File: config.mk
export PLATFORM = sky130hd
export DESIGN_NAME = vn_div_cell
export DESIGN_NICKNAME = d
export VERILOG_FILES = /design/src/rtl/vn_pkg.sv /design/src/rtl/vn_div_cell.sv
export SDC_FILE = /design/constraint.sdc
export NUM_CORES = 1
export LEC_CHECK = 0
export ABC_AREA = 1
export BUFFER_PORTS_ARGS = -buffer_cell sky130_fd_sc_hd__buf_2
export CORE_AREA = 3 3 216 218
export DETAILED_ROUTE_END_ITERATION = 10
export DIE_AREA = 0 0 219 221
export GPL_TIMING_DRIVEN = 0
export PLACE_DENSITY = 0.68
export SETUP_SLACK_MARGIN = 0.5
export SYNTH_ARGS = -nofsm -noshare
export SYNTH_HDL_FRONTEND = slang
export SYNTH_SLANG_ARGS = --single-unit
File: constraint.sdc
create_clock -name clk_i -period 0.8 [get_ports clk_i]
set_input_delay 0.24 -clock clk_i [delete_from_list [all_inputs] [get_ports clk_i]]
set_output_delay 0.24 -clock clk_i [all_outputs]
set_load 0.02 [all_outputs]
File: src/rtl/vn_pkg.sv
`timescale 1ns / 1ps
// ----------------------------------------------------------------------------
// vn_pkg
// Shared types for the 3D vector normalizer: beat payloads and cell buses.
// ----------------------------------------------------------------------------
package vn_pkg;

  localparam int unsigned CompW = 32;
  localparam int unsigned TolW  = 31;
  localparam int unsigned SumW  = 64;
  localparam int unsigned RootW = 32;
  localparam int unsigned RemW  = 34;
  localparam logic [TolW-1:0] TolReset = 31'd7;

  typedef struct packed {
    logic signed [CompW-1:0] comp_x;
    logic signed [CompW-1:0] comp_y;
    logic signed [CompW-1:0] comp_z;
  } vec_t;

  typedef struct packed {
    logic signed [CompW-1:0] unit_x;
    logic signed [CompW-1:0] unit_y;
    logic signed [CompW-1:0] unit_z;
    logic                    degenerate;
  } res_t;

  // bus between square-root cells
  typedef struct packed {
    logic                        valid;
    logic [SumW-1:0]             rad;
    logic [RemW-1:0]             rem;
    logic [RootW-1:0]            root;
    logic [2:0]                  neg;
    logic [2:0][CompW-1:0]       mag;
  } sq_t;

  // bus between divider cells (quotient bits travel separately)
  typedef struct packed {
    logic                        valid;
    logic                        degen;
    logic [RootW-1:0]            dvsr;
    logic [2:0]                  neg;
    logic [2:0][CompW-1:0]       mag;
    logic [2:0][RootW-1:0]       rem;
  } dv_t;

endpackage

File: src/rtl/vn_div_cell.sv
`timescale 1ns / 1ps
// ----------------------------------------------------------------------------
// vn_div_cell
// One restoring division step on three lanes sharing one divisor.
// ----------------------------------------------------------------------------
module vn_div_cell #(
  parameter int unsigned QW    = 17,
  parameter bit          FIRST = 1'b0
) (
  input  logic                 clk_i,
  input  logic                 rst_ni,
  input  vn_pkg::dv_t          a_i,
  input  logic [2:0][QW-1:0]   quo_i,
  output vn_pkg::dv_t          a_o,
  output logic [2:0][QW-1:0]   quo_o
);

  vn_pkg::dv_t        a_d, a_q;
  logic [2:0][QW-1:0] quo_d, quo_q;
  logic [vn_pkg::RootW:0] part [3];
  logic [vn_pkg::RootW:0] diff [3];
  logic [2:0]         ge;

  always_comb begin
    a_d = a_i;
    for (int l = 0; l < 3; l++) begin
      // only the lowest magnitude bit can be nonzero among those brought down here
      part[l] = {a_i.rem[l], (FIRST ? a_i.mag[l][0] : 1'b0)};
      diff[l] = part[l] - {1'b0, a_i.dvsr};
      ge[l]   = (part[l] >= {1'b0, a_i.dvsr});
      a_d.rem[l] = ge[l] ? diff[l][vn_pkg::RootW-1:0] : part[l][vn_pkg::RootW-1:0];
      quo_d[l]   = {quo_i[l][QW-2:0], ge[l]};
    end
  end

  always_ff @(posedge clk_i or negedge rst_ni) begin
    if (!rst_ni) begin
      a_q   <= '0;
      quo_q <= '0;
    end else begin
      a_q   <= a_d;
      quo_q <= quo_d;
    end
  end

  assign a_o   = a_q;
  assign quo_o = quo_q;

endmodule

; ---- Word-level counts from Yosys, hierarchy flattened
; Index checks and enable logic that the tools add are counted.
[classes]
n_addsub = 3
magnitude_cmp = 3
n_mux = 3
[ops]
columns = op, count
row1 = 33-bit by 32-bit >= comparator with 1-bit output, 3
row2 = 32-bit two-way mux, 3
row3 = 32-bit subtractor, 3
[totals]
out_inout_bits = 280
regBits = 280
input_bits = 282
wordCells = 22

; ---- Depth between registers and ports, before layout
[logic_depth]
word_depth = 2
ltp_mapped = 17
ltp_nobuf = 15

; ---- Worst setup path before layout
; Ideal clock, no wire load.
[synth_timing]
kind = in2reg
startpoint = in a_i[212] (netlist bit)
endpoint = reg a_q, in the netlist a_o[24]
path_slack_ns = -0.929
required_ns = 0.683
setup_ns = 0.117
arrival_ns = 1.612
stages = 14
path_cell_list = inv_1 ha_1 nand2_1 nor2_1 nand2_1 nor2_2 nand2_1 nand3_1 nor2_2 nand2_8 inv_4 buf_6 nand2_2 nand2_1
[synth_rtl]
columns = element, line_no
row1 = start: declaration, vn_div_cell.sv:12  ; input vn_pkg::dv_t a_i,
row2 = end signal: assignment, vn_div_cell.sv:38  ; a_q <= '0;
row3 = end signal: assignment, vn_div_cell.sv:41  ; a_q <= a_d;
row4 = end: declaration, vn_div_cell.sv:18  ; vn_pkg::dv_t a_d, a_q;

==> impl_metrics.py <==
metrics = {
    "sta": {
        "setup_viol": 379,
        "clock.fmax_mhz": 592.8,
        "fin_setup_tns_ps": -234950,
        "finalMaxSlewViolations": 0,
        "relSlewSlack_pct": 56.82,
        "hold_ws_ps": -372.1,
        "period_minus_slack_ps": 1687,
        "tightest_slew_ps": 647.7,
        "finalHoldViolCount": 339,
        "rsz0062_at_grt": "true",
        "setup_ws_ps": -887.0,
        "post-route-period-util_pct": 210.9,
    },
    "synth": {
        "ys_seq_elements": 280,
        "syn_nets": 2541,
        "synthTopCellsByArea": "dfrtp_1 44%, nand2_1 21%, inv_1 8.9%, ha_1 7.5%, nand3_1 4.0%",
        "syn-instance-count": 2160,
        "yosysWarnings": 0,
        "synthesis.area_sq_um": 15960,
        "postSynthAreaPerCell_sq_um": 7.391,
        "synth_top_cell_by_area": "dfrtp_1",
        "ys_types": 29,
        "synth-seq-area-share_pct": 43.89,
        "synth.top_cell.area_share_pct": 43.89,
    },
    "route": {
        "antenna_left": 0,
        "drt_iter0_drc": 945,
        "dr.pass1.iters": 5,
        "vias_per_cell": 4.670,
        "routed_wl_microns": 66540,
        "wire_per_inst_microns": 19.22,
        "wl_met1_microns": 25560,
        "drc": 0,
        "route.met3.wl_microns": 4986,
        "highest_layer": "met5",
        "vias": 16160,
        "wl_met2_microns": 33170,
    },
    "clock_tree": {
        "cts_buffers": 31,
        "cts_tree": "done",
        "clkSinkCount": 280,
        "path_clk_slew_ps": 60,
        "clock_path_buffers": 3,
        "htree_num_levels": 1,
        "clock-root-buffer": "clkbuf_16",
    },
    "die": {
        "dieArea_sq_um": 48400,
        "die-height_microns": 221,
        "start_util_pct": 35.41,
        "die_x_microns": 219,
        "top_level_ports": 562,
        "rows": 78,
        "core-area_sq_um": 45090,
    },
    "worst_setup_path": {
        "crit_required_ps": 1280,
        "cp-end-kind": "register",
        "critPathLaunchType": "primary input",
        "path_max_fanout": 10,
        "worstSetupPathType": "primary input to register",
        "arrival_ps": 2170,
    },
    "global_route": {
        "grt_max_degree": 109,
        "antenna_found_initial": 20,
        "grt_pass1_wl_microns": 95450,
        "grt_usage_pct": 26.11,
        "gr-total-overflow": 0,
        "grt_pass1_vias": 15820,
    },
    "layout": {
        "layout.cells.non_filler": 3461,
        "fillers": 4299,
        "fin_nets": 3210,
        "syn2layout_area_growth_pct": 48.77,
        "drive_gt1_share_pct": 35.75,
    },
    "placement": {
        "dp_cells": 3320,
        "pre_cts_slack_ps": -1901,
        "hpwl_microns": 53660,
        "globalplace.congestion": 0.9744,
        "io_buffers": 558,
    },
    "pwr": {
        "ir_drop_mv": 1.616,
        "p_per_area_nw_per_um2": 1949,
        "p_total_uw": 46280,
        "power.leakage_uw": 0.01281,
    },
    "run_status": {
        "failed_checks": "negative hold slack, negative setup slack",
        "status": "finished with violations",
    },
    "run": {
        "cap_violations": 0,
    },
    "hold_path": {
        "hp-class": "primary input to asynchronous set/reset pin",
    },
}
[where the power goes]
part,leakage [uW],total [uW],internal [uW],switching (uW)
sequential,0.00328,16000,15500,478
combinational,0.00899,14600,5500,9090
clock,0.000544,15700,9560,6110
total,0.0128,46300,30600,15700
[metal layers]
metal,GRT usage [%],vias up
li1,-,7891
met1,29.94,7550
met2,46.29,561
met3,6.935,136
met4,9.847,24
met5,0,-
[cells in the final DEF, fill, tap and decap left out, types with 13 or more instances in the layout]
cell type and n:
a21oi_1 56, and2_1 23, buf_12 25, buf_2 514, buf_4 58, buf_6 52, clkbuf_16 34, clkinvlp_4 30
dfrtp_1 278, ha_1 13, ha_4 81, inv_1 347, nand2_1 806, nand2_2 86, nand2_4 13, nand3_1 115
nand3_2 22, nand3b_1 31, nor2_1 82, nor2_2 19, nor2_4 26, nor3_1 14, xor2_1 39
[worst max-delay path, cell delays in order]
cell and delay [ps]:
buf_2 110, inv_1 290, ha_1 360, nand2_1 160
nor2_4 60, nand2_1 100, nor2_4 50, nand2_1 70
nand2_2 60, nor2_4 180, nand2_4 110, buf_12 140
buf_6 130, nand2_1 60, nand2_1 50
[state kept, by name (all words and copies together) (netlist names)]
register / flops
a_o: 229
quo_o: 51
[cells by family after synthesis]
kind of cell	count (synthesis)	synth area share [%]
AND/OR/NAND/NOR	1258	33.20
buffers and inverters	408	10.32
flip-flops	280	43.89
adder cells (fa/ha/maj)	99	7.900
AO/OA/AOI/OAI	73	2.383
XOR/XNOR	42	2.304
[worst paths after layout]
kind,cells past startpoint,from,to
worst max-delay path,15,a_i[208],a_o[77]
max in group asynchronous,2,rst_ni,a_o[171]
worst min-delay path,1,rst_ni,a_o[22]
min in group clk_i,1,quo_i[32],quo_o[33]
[timing repair]
item                                    in CTS  in global routing
endpoints found under the setup margin     586                586
hold endpoints to repair                   347                343
pin swaps                                   28                 39
setup buffers                               45                 28
cloned                                       0                  3
resized for setup                          211                188
[area by class of cell]
type,instances,area (sq um),area share [%]
Clock buffer,41,863.3,3.635
Tap cell,600,750.7,3.161
Timing Repair Buffer,636,4030,16.97
Multi-Input combinational cell,1472,8959,37.72
Antenna cell,8,20.02,0.08429
Inverter,383,1554,6.543
Sequential cell,280,7009,29.51
Clock inverter,16,264.0,1.112
Buffer,25,299.0,1.259
[synth_stat cells]
library cell / n
and2_1: 24
nor2_1: 119
dfrtp_1: 280
buf_4: 4
inv_2: 3
buf_6: 10
buf_8: 1
nor3_2: 2
ha_1: 96
nand2_2: 19
inv_1: 379
nand3_1: 126
xor2_1: 39
nand3_2: 13
nor2_2: 8
nand4_1: 7
a21oi_1: 62
fa_1: 3
nand2_4: 3
nand2_8: 1
o21ai_0: 5
nand2_1: 884
nor3_1: 21
buf_2: 10
inv_4: 1
a21o_1: 4
o21bai_1: 2
xnor2_1: 3
nand3b_1: 31
[stage by stage]
step	utilization [%]	area (sq um)
floorplan	-	16350
global placement	44.11	19890
detailed placement	44.26	19950
CTS	50.42	22730
global route	52.65	23740
finish	52.67	23750
Power figures use the tool's default switching activity.
