$ cat config.mk
export PLATFORM = sky130hd
export DESIGN_NAME = vn_sqrt_cell
export DESIGN_NICKNAME = d
export VERILOG_FILES = /design/src/rtl/vn_pkg.sv /design/src/rtl/vn_sqrt_cell.sv
export SDC_FILE = /design/constraint.sdc
export NUM_CORES = 1
export LEC_CHECK = 0
export ABC_AREA = 0
export BUFFER_PORTS_ARGS = -buffer_cell sky130_fd_sc_hd__buf_4
export CORE_AREA = 2 2 177 179
export CTS_BUF_LIST = sky130_fd_sc_hd__clkbuf_2 sky130_fd_sc_hd__clkbuf_4 sky130_fd_sc_hd__clkbuf_8
export CTS_CLUSTER_SIZE = 30
export DETAILED_ROUTE_END_ITERATION = 7
export DIE_AREA = 0 0 179 181
export PLACE_DENSITY = 0.56
export SLEW_MARGIN = 25
export SYNTH_ARGS = -nofsm -noshare
export SYNTH_HDL_FRONTEND = slang
export SYNTH_SLANG_ARGS = --single-unit
$ cat constraint.sdc
create_clock -name clk_i -period 0.98 [get_ports clk_i]
set_input_delay 0.049 -clock clk_i [delete_from_list [all_inputs] [get_ports clk_i]]
set_output_delay 0.049 -clock clk_i [all_outputs]
set_load 0.01 [all_outputs]
$ cat src/rtl/vn_pkg.sv
`timescale 1ns / 1ps
// ----------------------------------------------------------------------------
// vn_pkg
// Shared types for the 3D vector normalizer: beat payloads and cell buses.
// ----------------------------------------------------------------------------
package vn_pkg;

  localparam int unsigned CompW = 32;
  localparam int unsigned TolW  = 31;
  localparam int unsigned SumW  = 64;
  localparam int unsigned RootW = 32;
  localparam int unsigned RemW  = 34;
  localparam logic [TolW-1:0] TolReset = 31'd7;

  typedef struct packed {
    logic signed [CompW-1:0] comp_x;
    logic signed [CompW-1:0] comp_y;
    logic signed [CompW-1:0] comp_z;
  } vec_t;

  typedef struct packed {
    logic signed [CompW-1:0] unit_x;
    logic signed [CompW-1:0] unit_y;
    logic signed [CompW-1:0] unit_z;
    logic                    degenerate;
  } res_t;

  // bus between square-root cells
  typedef struct packed {
    logic                        valid;
    logic [SumW-1:0]             rad;
    logic [RemW-1:0]             rem;
    logic [RootW-1:0]            root;
    logic [2:0]                  neg;
    logic [2:0][CompW-1:0]       mag;
  } sq_t;

  // bus between divider cells (quotient bits travel separately)
  typedef struct packed {
    logic                        valid;
    logic                        degen;
    logic [RootW-1:0]            dvsr;
    logic [2:0]                  neg;
    logic [2:0][CompW-1:0]       mag;
    logic [2:0][RootW-1:0]       rem;
  } dv_t;

endpackage

$ cat src/rtl/vn_sqrt_cell.sv
`timescale 1ns / 1ps
// ----------------------------------------------------------------------------
// vn_sqrt_cell
// One digit of a restoring integer square root; resolves one root bit.
// ----------------------------------------------------------------------------
module vn_sqrt_cell (
  input  logic        clk_i,
  input  logic        rst_ni,
  input  vn_pkg::sq_t a_i,
  output vn_pkg::sq_t a_o
);

  logic [vn_pkg::RemW+1:0] shifted;
  logic [vn_pkg::RemW+1:0] trial;
  logic                    ge;
  logic [vn_pkg::RemW+1:0] diff;
  vn_pkg::sq_t             a_d, a_q;

  always_comb begin
    shifted = {a_i.rem, a_i.rad[vn_pkg::SumW-1 -: 2]};
    trial   = {2'b00, a_i.root, 2'b01};
    ge      = (shifted >= trial);
    diff    = shifted - trial;
    a_d      = a_i;
    a_d.rad  = {a_i.rad[vn_pkg::SumW-3:0], 2'b00};
    a_d.rem  = ge ? diff[vn_pkg::RemW-1:0] : shifted[vn_pkg::RemW-1:0];
    a_d.root = {a_i.root[vn_pkg::RootW-2:0], ge};
  end

  always_ff @(posedge clk_i or negedge rst_ni) begin
    if (!rst_ni) begin
      a_q <= '0;
    end else begin
      a_q <= a_d;
    end
  end

  assign a_o = a_q;

endmodule

; After elaboration in Yosys (flattened, before gate mapping)
; Cells that the tools add are included.
; W data, S select, Z words.
[word_totals]
register_bits = 228
input_bits = 232
output_inout_bits = 230
word_cells = 11
[op_classes]
add_sub_neg = 1
order_cmp = 1
mux = 1
[op_table]
columns = cell, count
row1 = $ge A36 B34 Y1, 1
row2 = $mux W34, 1
row3 = $sub A34 B34 Y34, 1

; Logic depth before layout (Yosys ltp)
; Gate-level depths: netlist of run 1.
[depth]
depth_word = 2
mapped_depth = 13
ltp_nobuf = 10

; Worst setup path before layout of run 1
; No wires, ideal clock.
[synth_path]
path_kind = input to register
startpoint = input port a_i[108] (netlist name)
endpoint = register a_q, in the netlist a_o[158]
setup_ns = 0.125
arrival_ns = 2.048
required_time_ns = 0.855
path_slack_ns = -1.194
stages = 10
n_path_buf = 0
cell_sequence = inv_1 > ha_1 > a21o_1 > a31o_1 > a211oi_4 > o211ai_2 > a21bo_2 > mux2i_1 > o221ai_1 > mux2_4
[synth_rtl]
columns = element, line
row1 = "start, declared", vn_sqrt_cell.sv:9  ; input vn_pkg::sq_t a_i,
row2 = "end signal, assigned", vn_sqrt_cell.sv:32  ; a_q <= '0;
row3 = "end signal, assigned", vn_sqrt_cell.sv:34  ; a_q <= a_d;
row4 = "end, declared", vn_sqrt_cell.sv:17  ; vn_pkg::sq_t a_d, a_q;

==> flow_metrics.tcl, run 1 <==
set metrics [dict create \
    status "finished, violations left" \
    violations "negative setup slack" \
    vdd_drop_max_mv 1.018 \
    dp_hpwl_mm 26.67 \
    start_kind "input pin" \
    cp.depth 10 \
    post-route-min-period_ps 1732 \
    layout_setup_ws_ps -751.7 \
    synth-seq-cells 228 \
    clock-root-buffer "clkbuf_8" \
    die_x_um 179 \
    cp_slowest_stage_delay_ps 370 \
    grt-ovfl-total 0 \
    fin_total_pwr_mw 27.17 \
    gp_congestion 0.8612 \
    grt_pass1_vias 9059 \
    seq_area_frac_synth_pct 69.78 \
    critPathSlowestCell "a211oi_4" \
    synth_edf_count 0 \
    fin_cells 1905 \
    fp.dieH_um 181 \
    ant_nets 0 \
    leakagePower_nw 8.755 \
    synth.avg_cell_area_um2 13.47 \
    setup_tns_ps -48520 \
    cts_tree "built" \
    dpl.cell_count 1572 \
    netlist_area_mm2 0.008177 \
    grt_max_degree 41 \
    vias 8159 \
    core_mm2 0.03035 \
    hold_viol 0 \
    pre_cts_slack_ps -1384 \
    netlist_instances 607 \
    maxCapViolCount 0 \
    area_growth_pct 123.2 \
    register_area_mm2 0.005705 \
    timing.final.crit_share_pct 176.7 \
    fin_nets 1739 \
    antenna_found_initial 8 \
    htreeDepth 2 \
    cts_num_sinks 228 \
    clk_path_buf_depth 3 \
    wl_per_cell_um 20.24 \
    criticalPathCategory "input pin to register" \
    final_cell_mix "buf_4 (334), buf_6 (250), dlygate4sd3_1 (233)" \
    final_cell_area_mm2 0.01825 \
    rows 64 \
    drive_gt1_share_pct 54.06 \
    routed_wl_mm 38.57 \
    ios 462 \
    relSlewSlack_pct 62.74 \
    finish.utilization_pct 60.13 \
    largest_reg_flops 228 \
    cp-endpoint "a_o[158]" \
    endpoint_kind "register" \
    maxSlewViolCount 0 \
    highest_layer "met4" \
    multi_input_area_mm2 0.002893 \
    holdWs_ps 0.5655 \
    cp_cell_sequence "buf_8 > ha_4 > a21o_1 > a31o_1 > a211oi_4 > o211ai_2 > a21bo_2 > mux2i_1 > o221ai_1 > mux2_4" \
    final_common_cell "buf_4" \
    place_area_mm2 0.01332 \
    cp.required_ps 1400 \
    numCtsBuffers 41 \
    dr_wl_met2_mm 19.30 \
    startpoint "a_i[140]" \
    synth_ff_type "dfrtp_1" \
    drc 0 \
    n_fill_cell 2417 \
    wl_met1_mm 14.97 \
    critPathBufInv 1 \
    dr.pass1.iters 4 \
    fmax_mhz 577.5 \
    wl_met3_mm 2.832 \
    path_max_fanout 5 \
    setup-violations-final 266 \
    synth.distinct_cells 62 \
    path_clk_slew_ps 60 \
    detailedRoute.firstIterationViolations 237 \
    hold_class "input pin to async pin" \
    powerDensity_mw_per_mm2 1489 \
    vias_per_cell 4.283 \
    arrival_ps 2150 \
    grt_usage_pct 23.25 \
    initial_core_util_pct 26.94 \
    cp_top_family "compound AO/OA/AOI/OAI gates" \
    worstMarginPinSlew_ps 554.6 \
    die_area_mm2 0.03240 \
    grt_pass1_wl_mm 56.12 \
    synthArstFlopShare_pct 100.0 \
    rsz0062_at_grt "true" \
    ys_warn_count 0 \
    portBuffers 459 \
]
[Yosys cell counts, drive strengths merged, types with 2 or more instances]
cell type	instances	share of area, %
nand3	6	0.37
dfrtp	228	70
o31ai	5	0.52
nor3	10	0.61
o21a	3	0.28
o31a	2	0.21
a21oi	28	1.7
xnor2	14	1.5
mux2i	4	0.49
a31o	2	0.21
nand2b	5	0.38
a31oi	5	0.57
xor2	13	1.4
buf	9	0.69
and3	5	0.43
a21boi	2	0.18
inv	42	1.9
and2	5	0.41
nand4	7	0.61
a211oi	2	0.34
ha	34	5.2
nor2	18	0.83
nand2	58	2.7
o211ai	3	0.34
o221ai	2	0.21
clkbuf	7	0.47
o21ai	46	2.9
o41ai	3	0.60
a21o	20	1.9
[kinds of logic (layout without fill, tap and decap cells)]
logic type / Yosys count / in the layout / synth area share, %
AO/OA/AOI/OAI: 133 / 134 / 11.40
XOR/XNOR: 27 / 27 / 2.892
adder cells (fa/ha/maj): 34 / 34 / 5.203
buffers and inverters: 59 / 952 / 3.152
flip-flops: 228 / 228 / 69.78
multiplexers: 5 / 5 / 0.6733
other: 1 / 9 / 0.04586
AND/OR/NAND/NOR: 120 / 120 / 6.856
[worst min path at each step]
stage             start       end  slack, ps
6_report         rst_ni  a_o[139]        0.6
3_3_place_gp     rst_ni  a_o[156]         -3
4_1_cts        a_i[133]  a_o[135]       -330
3_5_place_dp     rst_ni  a_o[156]          5
2_1_floorplan    rst_ni    a_o[0]       -250
5_1_grt          rst_ni    a_o[1]         -7
[area by class of cell]
class / count / area share [%]
Timing Repair Buffer: 837 / 44.23
Sequential cell: 228 / 31.27
Multi-Input combinational cell: 322 / 15.85
Clock buffer: 57 / 3.991
Tap cell: 396 / 2.715
Inverter: 43 / 1.077
Clock inverter: 15 / 0.7748
Antenna cell: 7 / 0.09600
[per-layer routing]
metal  global-route usage [%]  vias to the layer above
met5                        0                        -
met4                    8.455                        0
met3                    6.460                       77
met2                    40.31                      296
met1                    27.24                     3973
li1                         -                     3813
[timing repair]
action,4_1_cts,5_1_grt
endpoints found under the hold margin,455,6
pin swaps,15,31
buffers inserted,12,5
gates cloned,7,2
endpoints found under the setup margin,263,263
gates resized for setup,313,67
hold buffers,227,6
[power by group]
part / internal [mW] / leakage (nW) / switching [mW]
registers: 10.1 / 2.66 / 0.368
logic: 4.17 / 5.63 / 2.94
clock network: 5.37 / 0.461 / 4.20
Note: power is estimated with default switching activity, not from simulation.
==> run 2, diff against run 1 <==
- CORE_AREA: 2 2 177 179 -> 10 10 170 172
- DIE_AREA: 0 0 179 181 -> 0 0 180 182
- PLACE_DENSITY: 0.56 -> 0.64
==> run 2 against run 1 <==
  * The flow finishes with violations (negative hold slack, negative setup slack)
  * Critical path depth increased by 1
  * Largest power group unchanged
  * Worst hold slack worse by 0.92 ps
  * Highest routed layer is now met5
  * Clock-buffer cell count rose by 1
  * Die area is 1.1% higher
  * Critical path type unchanged
  * Setup slack better by 23 ps
  * Clock power shrank 9.8%
  * First-iteration DRC count increased by 82%
  * Sequential power about the same
==> flow_metrics.tcl, run 2 (same netlist as run 1, synthesis figures left out) <==
set metrics [dict create \
    status "finished, violations left" \
    violations "negative hold slack, negative setup slack" \
    criticalPathCategory "input pin to register" \
    worstMarginPinSlew_ps 495.0 \
    holdWs_ps -0.3533 \
    vias 8316 \
    final_common_cell "buf_4" \
    start_kind "input pin" \
    largest_reg_flops 228 \
    cp.required_ps 1400 \
    dr.pass1.iters 4 \
    vias_per_cell 4.527 \
    vdd_drop_max_mv 1.132 \
    grt-ovfl-total 0 \
    post-route-min-period_ps 1708 \
    rows 59 \
    core_mm2 0.02562 \
    maxSlewViolCount 0 \
    grt_max_degree 45 \
    setup-violations-final 263 \
    fmax_mhz 585.3 \
    htreeDepth 2 \
    ios 462 \
    layout_setup_ws_ps -728.5 \
    finish.utilization_pct 69.55 \
    drive_gt1_share_pct 52.30 \
    numCtsBuffers 39 \
    maxCapViolCount 0 \
    grt_usage_pct 25.29 \
    relSlewSlack_pct 66.74 \
    grt_pass1_vias 9388 \
    dpl.cell_count 1503 \
    leakagePower_nw 8.574 \
    cts_tree "built" \
    portBuffers 459 \
    pre_cts_slack_ps -1452 \
    die_x_um 180 \
    drc 0 \
    hold_class "input pin to async pin" \
    final_cell_mix "buf_4 (351), buf_6 (243), dlygate4sd3_1 (230)" \
    fin_nets 1737 \
    cts_num_sinks 228 \
    routed_wl_mm 43.50 \
    path_clk_slew_ps 70 \
    hold_viol 2 \
    endpoint_kind "register" \
    detailedRoute.firstIterationViolations 431 \
    clock-root-buffer "clkbuf_8" \
    timing.final.crit_share_pct 174.3 \
    fin_total_pwr_mw 26.24 \
    rsz0062_at_grt "true" \
    antenna_found_initial 6 \
    initial_core_util_pct 31.92 \
    path_max_fanout 6 \
    wl_per_cell_um 23.68 \
    fp.dieH_um 182 \
    grt_pass1_wl_mm 62.51 \
    area_growth_pct 117.9 \
    ant_nets 0 \
    arrival_ps 2130 \
    gp_congestion 0.8916 \
    powerDensity_mw_per_mm2 1473 \
    clk_path_buf_depth 3 \
    dp_hpwl_mm 29.14 \
    fin_cells 1837 \
    die_area_mm2 0.03276 \
]
[run 2: cell types whose count changed in the layout (fill, tap and decap cells not counted), moves of 4 or more]
cell / previous run / this run
nand2_1: 30 / 41
buf_4: 334 / 351
o21ai_2: 21 / 11
nand2_4: 15 / 5
clkbuf_4: 9 / 14
clkbuf_8: 48 / 44
buf_6: 250 / 243
o21ai_1: 12 / 21
clkinv_2: 10 / 6
inv_6: 1 / 5
[run 2: worst max-delay path: stages]
cell	delay, ps
buf_4	90
inv_1	60
ha_4	330
nand4_4	120
nor4_4	320
nand2_1	110
o311ai_2	240
a211oi_2	80
o21a_4	260
buf_6	150
o41ai_2	310
[run 2: power breakdown]
| part | switching [mW] | total, mW | internal (mW) |
|---|---|---|---|
| clock network | 3.97 | 8.63 | 4.67 |
| registers | 0.386 | 10.5 | 10.1 |
| logic | 3.00 | 7.10 | 4.10 |
| total | 7.35 | 26.2 | 18.9 |
[run 2: layout make-up]
type | instances | area [um^2]
repair buffers | 837 | 7921
diodes | 5 | 12.51
multi-input cells | 322 | 2793
clock inverters | 9 | 55.05
clock buffers | 58 | 710.7
well taps | 335 | 419.2
flip-flops and latches | 228 | 5705
inverters | 43 | 198.9
fillers | 1715 | 7800
[run 2: what timing repair did]
item,4_1_cts,5_1_grt
pin swaps,35,23
resized for setup,287,46
setup buffers,24,7
hold buffers,227,3
endpoints found under the hold margin,455,18
setup endpoints to repair,263,263
gates cloned,3,2
[run 2: final timing paths]
path	cells past startpoint	to	slack, ps	start
min	2	a_o[132]	-0.4	rst_ni
min in group clk_i	4	a_o[139]	40	a_i[137]
max in group asynchronous	3	a_o[55]	430	rst_ni
max	11	a_o[164]	-730	a_i[109]
[run 2: per-stage QoR]
stage               instance area, um^2  TNS [ps]
global placement                  13160    -44980
floorplan                          8521    -30530
finish                            17820    -44180
detailed placement                13160    -46960
CTS                               17560    -50100
global route                      17800    -57670
[run 2: routing by layer]
layer	wire [um]	vias up	part of all wire, %	global-route usage, %
met5	23	-	0.053	0
met4	1956	4	4.5	11.35
met3	3245	88	7.5	8.072
met2	22320	343	51	44.30
met1	15950	4089	37	27.48
li1	-	3792	-	-
